`src/rtl/core/sb2da_pkg.sv`:
```
// Shared types, constants and helper functions for the signed binary to
// decimal ASCII converter. No dependencies.
package sb2da_pkg;

   localparam int unsigned VALUE_W       = 32;
   localparam int unsigned DIGITS        = 10;
   localparam int unsigned NARROW_DIGITS = 5;
   localparam int unsigned STAGE_STEPS   = 8;   // dabble steps per pipeline stage
   localparam int unsigned DABBLE_STAGES = VALUE_W / STAGE_STEPS;
   localparam int unsigned POS_W         = 4;   // digit index, 0..9

   localparam logic [7:0]       CHAR_MINUS = 8'd45;
   localparam logic [7:0]       CHAR_ZERO  = 8'd48;
   localparam logic [7:0]       CHAR_NINE  = 8'd57;
   localparam logic [POS_W-1:0] POS_WIDE   = POS_W'(DIGITS - 1);
   localparam logic [POS_W-1:0] POS_NARROW = POS_W'(NARROW_DIGITS - 1);

   typedef logic [DIGITS-1:0][3:0] bcd_type;

   // One number on its way through the conversion pipeline
   typedef struct packed {
      logic                neg;
      logic                wide;
      logic [VALUE_W-1:0]  mag;   // bits not yet shifted into bcd, MSB first
      bcd_type             bcd;
   } word_type;

   // One shift-and-add-3 step: correct every digit, then shift in one bit
   function automatic bcd_type dabble_step(input bcd_type bcd, input logic bit_in);
      bcd_type               fixed;
      logic [DIGITS*4-1:0]   flat;
      fixed = bcd;
      for (int i = 0; i < int'(DIGITS); i++) begin
         if (fixed[i] >= 4'd5) begin
            fixed[i] = fixed[i] + 4'd3;
         end
      end
      flat = fixed;
      return bcd_type'({flat[DIGITS*4-2:0], bit_in});
   endfunction

   function automatic logic bcd_valid(input bcd_type bcd);
      logic ok;
      ok = 1'b1;
      for (int i = 0; i < int'(DIGITS); i++) begin
         if (bcd[i] > 4'd9) begin
            ok = 1'b0;
         end
      end
      return ok;
   endfunction

endpackage

```
`src/rtl/core/signed_binary_to_decimal_ascii.sv`:
```
// Top level of the signed binary to decimal ASCII converter.
// Depends on sb2da_pkg, sb2da_front, sb2da_dabble and sb2da_serial.
//
//   channel | ports              | direction | carries
//   --------+--------------------+-----------+------------------------------
//   req     | req_valid/ready    | in        | req_value, signed 32 bit
//   rsp     | rsp_valid/ready    | out       | rsp_ascii_char, rsp_last_char
//   csr     | csr_valid/ready    | in        | csr_wide_mode, reset value 1
//
// A number gives 10 or 11 characters in wide mode, 5 or 6 in narrow mode,
// one per cycle while rsp is not stalled; that single output port sets the sustained rate.
// From request to first character, the request lands in
// the sign/magnitude stage, then four double-dabble stages of 8 bits each,
// the emitter load and the character register.
// The next number is loaded into the emitter in the cycle its predecessor's
// last digit is written to the character register, so characters flow without gaps under no stall.
// Reset is synchronous, active high: clears all valid bits, sets wide mode.
// A stall on rsp holds the output register; upstream stages fill and then
// hold, losing and repeating nothing.
module signed_binary_to_decimal_ascii (
   input  logic                                  clock,
   input  logic                                  reset,
   input  logic                                  req_valid,
   output logic                                  req_ready,
   input  logic signed [sb2da_pkg::VALUE_W-1:0]  req_value,
   output logic                                  rsp_valid,
   input  logic                                  rsp_ready,
   output logic [7:0]                            rsp_ascii_char,
   output logic                                  rsp_last_char,
   input  logic                                  csr_valid,
   output logic                                  csr_ready,
   input  logic                                  csr_wide_mode
);
   import sb2da_pkg::*;

   logic      wide_mode_ff;

   // pipeline chain: index 0 is the front stage output
   logic      stg_valid [DABBLE_STAGES+1];
   logic      stg_ready [DABBLE_STAGES+1];
   word_type  stg_word  [DABBLE_STAGES+1];

   // configuration transactions are always taken
   assign csr_ready = 1'b1;

   always_ff @(posedge clock) begin
      if (reset) begin
         wide_mode_ff <= 1'b1;
      end else if (csr_valid) begin
         wide_mode_ff <= csr_wide_mode;
      end
   end

   sb2da_front u_front (
      .clock     (clock),
      .reset     (reset),
      .in_valid  (req_valid),
      .in_ready  (req_ready),
      .in_value  (req_value),
      .wide_mode (wide_mode_ff),
      .out_valid (stg_valid[0]),
      .out_ready (stg_ready[0]),
      .out_word  (stg_word[0])
   );

   for (genvar g = 0; g < int'(DABBLE_STAGES); g++) begin : g_dabble
      sb2da_dabble u_dabble (
         .clock     (clock),
         .reset     (reset),
         .in_valid  (stg_valid[g]),
         .in_ready  (stg_ready[g]),
         .in_word   (stg_word[g]),
         .out_valid (stg_valid[g+1]),
         .out_ready (stg_ready[g+1]),
         .out_word  (stg_word[g+1])
      );
   end

   sb2da_serial u_serial (
      .clock          (clock),
      .reset          (reset),
      .in_valid       (stg_valid[DABBLE_STAGES]),
      .in_ready       (stg_ready[DABBLE_STAGES]),
      .in_word        (stg_word[DABBLE_STAGES]),
      .rsp_valid      (rsp_valid),
      .rsp_ready      (rsp_ready),
      .rsp_ascii_char (rsp_ascii_char),
      .rsp_last_char  (rsp_last_char)
   );

endmodule

```
`src/rtl/core/sb2da_front.sv`:
```
// Input stage: sign detection and magnitude for the selected width.
// Depends on sb2da_pkg.
module sb2da_front (
   input  logic                                  clock,
   input  logic                                  reset,
   input  logic                                  in_valid,
   output logic                                  in_ready,
   input  logic signed [sb2da_pkg::VALUE_W-1:0]  in_value,
   input  logic                                  wide_mode,
   output logic                                  out_valid,
   input  logic                                  out_ready,
   output sb2da_pkg::word_type                   out_word
);
   import sb2da_pkg::*;

   logic                valid_ff;
   word_type            word_ff;
   word_type            word_in;
   logic [VALUE_W-1:0]  raw;
   logic [15:0]         raw16;
   logic                neg;

   assign raw   = VALUE_W'(in_value);
   assign raw16 = raw[15:0];

   always_comb begin
      neg = wide_mode ? raw[VALUE_W-1] : raw16[15];
      word_in.neg  = neg;
      word_in.wide = wide_mode;
      word_in.bcd  = '0;
      if (wide_mode) begin
         word_in.mag = neg ? (VALUE_W'(0) - raw) : raw;
      end else begin
         // narrow magnitude reaches 32768 at most, so 16 bits hold it
         word_in.mag = neg ? (VALUE_W'(32'h0001_0000) - {16'd0, raw16}) : {16'd0, raw16};
      end
   end

   assign in_ready = !valid_ff || out_ready;

   always_ff @(posedge clock) begin
      if (reset) begin
         valid_ff <= 1'b0;
      end else if (in_ready) begin
         valid_ff <= in_valid;
      end
   end

   always_ff @(posedge clock) begin
      if (in_ready && in_valid) begin
         word_ff <= word_in;
      end
   end

   assign out_valid = valid_ff;
   assign out_word  = word_ff;

endmodule

```
`src/rtl/core/sb2da_dabble.sv`:
```
// One pipeline stage of the binary to BCD conversion (STAGE_STEPS bits).
// Depends on sb2da_pkg.
module sb2da_dabble (
   input  logic                 clock,
   input  logic                 reset,
   input  logic                 in_valid,
   output logic                 in_ready,
   input  sb2da_pkg::word_type  in_word,
   output logic                 out_valid,
   input  logic                 out_ready,
   output sb2da_pkg::word_type  out_word
);
   import sb2da_pkg::*;

   logic      valid_ff;
   word_type  word_ff;
   word_type  word_in;

   always_comb begin
      word_in = in_word;
      for (int s = 0; s < int'(STAGE_STEPS); s++) begin
         word_in.bcd = dabble_step(word_in.bcd, word_in.mag[VALUE_W-1]);
         word_in.mag = {word_in.mag[VALUE_W-2:0], 1'b0};
      end
   end

   assign in_ready = !valid_ff || out_ready;

   always_ff @(posedge clock) begin
      if (reset) begin
         valid_ff <= 1'b0;
      end else if (in_ready) begin
         valid_ff <= in_valid;
      end
   end

   always_ff @(posedge clock) begin
      if (in_ready && in_valid) begin
         word_ff <= word_in;
      end
   end

   assign out_valid = valid_ff;
   assign out_word  = word_ff;

   // digits stay decimal after every stage
   a_bcd_digits: assert property (@(posedge clock) disable iff (reset)
      valid_ff |-> bcd_valid(word_ff.bcd))
      else $error("dabble stage holds a non-decimal digit");

endmodule

```
`src/rtl/core/sb2da_serial.sv`:
```
// Character emitter: minus sign for a negative number, then digits most significant first,
// into a registered output. Depends on sb2da_pkg.
module sb2da_serial (
   input  logic                 clock,
   input  logic                 reset,
   input  logic                 in_valid,
   output logic                 in_ready,
   input  sb2da_pkg::word_type  in_word,
   output logic                 rsp_valid,
   input  logic                 rsp_ready,
   output logic [7:0]           rsp_ascii_char,
   output logic                 rsp_last_char
);
   import sb2da_pkg::*;

   logic              busy_ff,  busy_in;
   logic              minus_ff, minus_in;
   logic [POS_W-1:0]  pos_ff,   pos_in;
   bcd_type           bcd_ff;
   logic              out_valid_ff, out_valid_in;
   logic [7:0]        char_ff, char_in;
   logic              last_ff, last_in;
   logic              out_free;
   logic              finishing;
   logic              load;

   assign out_free  = !out_valid_ff || rsp_ready;
   assign finishing = busy_ff && out_free && !minus_ff && (pos_ff == '0);
   assign in_ready  = !busy_ff || finishing;
   assign load      = in_valid && in_ready;

   always_comb begin
      busy_in      = busy_ff;
      minus_in     = minus_ff;
      pos_in       = pos_ff;
      out_valid_in = out_valid_ff && !rsp_ready;
      char_in      = char_ff;
      last_in      = last_ff;
      if (busy_ff && out_free) begin
         out_valid_in = 1'b1;
         if (minus_ff) begin
            char_in  = CHAR_MINUS;
            last_in  = 1'b0;
            minus_in = 1'b0;
         end else begin
            char_in = CHAR_ZERO + {4'd0, bcd_ff[pos_ff]};
            last_in = (pos_ff == '0);
            if (pos_ff == '0) begin
               busy_in = 1'b0;
            end else begin
               pos_in = pos_ff - POS_W'(1);
            end
         end
      end
      if (load) begin
         busy_in  = 1'b1;
         minus_in = in_word.neg;
         pos_in   = in_word.wide ? POS_WIDE : POS_NARROW;
      end
   end

   always_ff @(posedge clock) begin
      if (reset) begin
         busy_ff      <= 1'b0;
         minus_ff     <= 1'b0;
         pos_ff       <= '0;
         out_valid_ff <= 1'b0;
      end else begin
         busy_ff      <= busy_in;
         minus_ff     <= minus_in;
         pos_ff       <= pos_in;
         out_valid_ff <= out_valid_in;
      end
   end

   always_ff @(posedge clock) begin
      char_ff <= char_in;
      last_ff <= last_in;
      if (load) begin
         bcd_ff <= in_word.bcd;
      end
   end

   assign rsp_valid      = out_valid_ff;
   assign rsp_ascii_char = char_ff;
   assign rsp_last_char  = last_ff;

   a_pos_range: assert property (@(posedge clock) disable iff (reset)
      busy_ff |-> (pos_ff <= POS_WIDE))
      else $error("digit index out of range");

   a_char_code: assert property (@(posedge clock) disable iff (reset)
      out_valid_ff |-> ((char_ff == CHAR_MINUS) ||
                        ((char_ff >= CHAR_ZERO) && (char_ff <= CHAR_NINE))))
      else $error("output character is neither minus nor digit");

   a_minus_then_digit: assert property (@(posedge clock) disable iff (reset)
      (out_valid_ff && rsp_ready && (char_ff == CHAR_MINUS)) |=>
         (out_valid_ff && (char_ff != CHAR_MINUS) && !last_ff))
      else $error("minus sign not followed by a leading digit");

endmodule

```
`config.mk`:
```
export PLATFORM = sky130hd
export DESIGN_NAME = signed_binary_to_decimal_ascii
export DESIGN_NICKNAME = d
export VERILOG_FILES = /design/src/rtl/core/sb2da_pkg.sv /design/src/rtl/core/signed_binary_to_decimal_ascii.sv /design/src/rtl/core/sb2da_front.sv /design/src/rtl/core/sb2da_dabble.sv /design/src/rtl/core/sb2da_serial.sv
export SDC_FILE = /design/constraint.sdc
export NUM_CORES = 1
export LEC_CHECK = 0
export BUFFER_PORTS_ARGS = -buffer_cell sky130_fd_sc_hd__buf_2
export CAP_MARGIN = 20
export CELL_PAD_IN_SITES_DETAIL_PLACEMENT = 1
export CELL_PAD_IN_SITES_GLOBAL_PLACEMENT = 2
export CORE_MARGIN = 3
export CORE_UTILIZATION = 43
export DETAILED_ROUTE_END_ITERATION = 10
export PLACE_DENSITY_LB_ADDON = 0.05
export SETUP_SLACK_MARGIN = 0.1
export SYNTH_ARGS = -nofsm -noshare
export SYNTH_HDL_FRONTEND = slang
export SYNTH_HIERARCHICAL = 1
export SYNTH_SLANG_ARGS = --single-unit
```
`constraint.sdc`:
```
create_clock -name clock -period 14.67 [get_ports clock]
set_input_delay 2.934 -clock clock [delete_from_list [all_inputs] [get_ports clock]]
set_output_delay 2.934 -clock clock [all_outputs]
set_load 0.005 [all_outputs]
```
# == Word level (Yosys, flattened, before mapping) ==
# Cells that the tools add are included.
# word_totals
latchBits,0
register_bits,301
mem_bits_rw,0
output_inout_bits,12
inputBits,38
romBits,0
n_memories,0
word_cells,926
# classes
mul,0
mux,283
n_shift,0
n_reduce_logical,31
order_cmp,266
bitwise,0
eq_ne,2
n_div,0
addsub,269
# op_table
cell,n
4-bit by 3-bit greater-or-equal comparator with 1-bit output (second input constant),255
4-bit 2-to-1 mux,248
4-bit by 2-bit adder with 4-bit output (second input constant),234
32-bit 2-to-1 mux,3
3-bit 2-to-1 mux,22
3-bit by 2-bit adder with 3-bit output (second input constant),21
1-bit by 32-bit subtractor with 32-bit output (first input constant),1
1-bit by 2-bit adder with 3-bit output (second input constant),10
1-bit by 3-bit greater-or-equal comparator with 1-bit output (second input constant),10
17-bit by 16-bit subtractor with 18-bit output (first input constant),1
4-bit binary-select mux with 4-bit select,1
1-bit logical AND,10
1-bit zero test,9
1-bit 2-to-1 mux,9
6-bit by 4-bit adder with 7-bit output (first input constant),1
1-bit logical OR,7
3-bit AND reduction,2
4-bit by 5-bit less-than comparator with 1-bit output (second input constant),1
4-bit zero test,1
2-bit nonzero test,2
4-bit by 1-bit subtractor with 4-bit output (second input constant),1
2-bit by 1-bit inequality test with 1-bit output (second input constant),1
2-bit inequality test (second input constant),1

# == Logic depth before layout (Yosys ltp) ==
# logic_depth
word_depth,16
depth_mapped,38
ltp_nobuf,36

# == By module ==
# The synthesis kept the hierarchy.
# by_module_without_submodules
mod,instances,area_each_um2,cells_each
sb2da_dabble,4,13257.7,1793
sb2da_front,1,2287.2,228
sb2da_serial,1,2189.6,143
signed_binary_to_decimal_ascii,1,46.3,5

# == Least setup slack after synthesis ==
# Ideal clock, no wire load.
# synth_path
path_kind,reg2reg
start,register g_dabble[0].u_dabble.word_ff (netlist bit g_dabble[0].u_dabble/out_word[8])
end,register g_dabble[1].u_dabble.word_ff (netlist bit g_dabble[1].u_dabble/out_word[9]) (data pin)
path_stages_with_launch,35
setup_time_ps,255
path_buffers,2
t_arrival_ps,7149
path_slack_ps,7266
synth_period_minus_slack_ps,7404
required_time_ps,14415
path_cell_list,edfxtp_1 > inv_1 > ha_1 > and2b_1 > o22ai_1 > or2_2 > ha_1 > and3b_1 > o211ai_1 > o311ai_1 > a32oi_2 > nand2_1 > mux2i_1 > inv_2 > ha_1 > o2111ai_1 > o31ai_1 > a211oi_2 > buf_2 > a31oi_1 > ha_1 > nand2_1 > a21oi_1 > a311o_1 > or3_1 > nor3b_1 > o31a_1 > buf_2 > ha_1 > nor2_1 > nand2_1 > a21bo_2 > mux2_2 > a21oi_1 > o21ba_2
# synth_lines
item,line_no,rtl
"start, declared",sb2da_dabble.sv:16,word_type word_ff;
"start signal, assigned",sb2da_dabble.sv:39,word_ff <= word_in;
"end signal, assigned",sb2da_dabble.sv:39,
"end, declared",sb2da_dabble.sv:16,

==> results.json <==
{
  "status": "completed",
  "syn_area_um2": 55900,
  "num_vias": 55528,
  "worst_path_max_delay_cell": "a211oi_2",
  "clock_latency_ns": 0.63,
  "post_cts.repair.setup_buffers": 0,
  "overflow": 0,
  "setup_ws_ns": 5.80,
  "relSlewSlack_pct": 28.8,
  "tritoncts": "yes",
  "avgSynthCellArea_um2": 7.48,
  "die_y_um": 366,
  "ctsHoldBuffers": 0,
  "cts.sinks": 309,
  "tightest_slew_ns": 1.07,
  "die-area_um2": 134000,
  "hold_viol_final": 0,
  "dieWidth_um": 366,
  "dpl.cell_count": 8976,
  "place_congestion": 0.819,
  "fmax_mhz": 113,
  "antenna_found_initial": 14,
  "crit_required_ns": 15.01,
  "grt_pass1_vias": 54683,
  "worstPathArrival_ns": 9.21,
  "viasPerCell": 6.12,
  "clk_pin_slew_ns": 0.07,
  "remaining_drc_errors": 0,
  "start_util_pct": 43.5,
  "io_pins": 50,
  "fill_cells": 16132,
  "firstDrtPassIters": 6,
  "cap_violations": 0,
  "worstPathMaxFanout": 16,
  "fin_nets": 7576,
  "max_stage_delay_ns": 0.82,
  "grt_pass1_wl_um": 265000,
  "ant_nets": 0,
  "h-tree-depth": 2,
  "cts-root-buf": "clkbuf_16",
  "cts_resized": 0,
  "layoutNonFillerInstCount": 9067,
  "fin_crit_ns": 8.87,
  "crit_top_cell": "ha_1",
  "setup.worst_path.class": "flip-flop to flip-flop",
  "postSynthCellCount": 7464,
  "rsz0062_at_grt": "no",
  "skew_ns": 0.0449,
  "hp-class": "flip-flop to flip-flop",
  "wl_um": 155000,
  "slew_viol_final": 0,
  "clk_path_buf_depth": 3,
  "dpl_worst_slack_ns": 5.95,
  "finalSetupTns_ns": 0,
  "finalSetupViolCount": 0,
  "area_delta_synth_final_pct": 4.75,
  "drtIter0Drc": 2514,
  "ys_warn_count": 6,
  "drive_gt1_share_pct": 10.6,
  "wl_per_cell_um": 17.0,
  "rows": 131,
  "start_kind": "flip-flop",
  "dp_hpwl_um": 120000,
  "core_area_um2": 128000,
  "cts_buffers": 42,
  "post-route-period-util_pct": 60.5,
  "end_kind": "flip-flop",
  "grtUsageTotal_pct": 22.0,
  "grt_start_max_net_pins": 54,
  "portBuffers": 45
}
layout by cell type, fill, tap and decap left out, types with 43 or more instances in the layout:
master and n:
nand2_1 712, nor2_1 555, a21oi_1 475, o21ai_0 470, inv_1 412, edfxtp_1 296, nand3_1 258, ha_1 242
mux2i_1 230, nor3_1 202, nand2b_1 155, o211ai_1 144, a211oi_1 142, or3_1 135, a31oi_1 131, xnor2_1 129
and2_1 128, o22ai_1 116, a21o_1 112, o21a_1 108, o21ai_1 108, mux2_2 96, nor2b_1 85, or2_2 85
a211o_1 73, nor4_1 72, and3_1 58, a22oi_1 54, o31ai_1 54, a221oi_1 49, nand4_1 46, buf_2 45
conb_1 44, nand3b_1 44, clkbuf_16 43
routing by layer:
layer	vias to the layer above	global-route usage, %	part of all wire [%]
met3	136	2.05	2.2
met5	-	0	0.035
met1	26798	29.1	48
met2	485	39.0	48
met4	8	4.41	1.7
li1	28101	-	-
per-stage QoR:
step	area, um^2	util, %	hold slack [ns]
after floorplan	56000	-	0.400
after detailed placement	57100	44.5	0.406
final	58500	45.6	0.403
after global placement	57100	44.5	0.401
after global routing	58500	45.6	0.416
after CTS	58400	45.5	0.406
critical path, delay by kind of cell, from the launching register on:
kind                       cells  cell delay [ns]
adders and majority gates      4             1.29
and+or+nand+nor                4             0.93
xor gates and xnor gates       1             0.80
muxes                          2             0.71
buffers and inverters          4             0.79
AOI/OAI and AO/OA             14             3.57
DFF                            1             0.50
state kept, by name, summed over array words and instances, names as in the netlist:
register	cells
wide_mode_ff	1
u_serial/bcd_ff	40
u_serial/rsp_last_char	1
u_front/out_valid	1
g_dabble.u_dabble/out_valid	4
u_serial/rsp_ascii_char	5
u_serial/busy_ff	1
u_serial/minus_ff	1
u_serial/pos_ff	4
u_serial/rsp_valid	1
u_front/out_word	34
g_dabble.u_dabble/out_word	216
final timing paths:
check,start,end,slack (ns),cells past startpoint
min,g_dabble[0].u_dabble/out_word[55],g_dabble[1].u_dabble/out_word[63],0.40,0
min reg2reg,g_dabble[0].u_dabble/out_word[55],g_dabble[1].u_dabble/out_word[63],0.40,0
max,g_dabble[0].u_dabble/out_word[8],g_dabble[1].u_dabble/out_word[18],5.80,29
max reg2reg,g_dabble[0].u_dabble/out_word[8],g_dabble[1].u_dabble/out_word[18],5.80,29
area by class of cell:
type,instances,area (um^2),share of cell area (%)
diodes,10,25.0,0.0428
clock buffers,48,1100,1.89
clock inverters,28,269,0.460
inverters,448,1700,2.90
multi-input cells,6410,43600,74.5
flip-flops and latches,309,9150,15.6
well taps,1729,2160,3.70
repair buffers,85,538,0.919
Power is not shown: default switching activity piles up to over one toggle a cycle in this logic, so the estimate is an artifact.
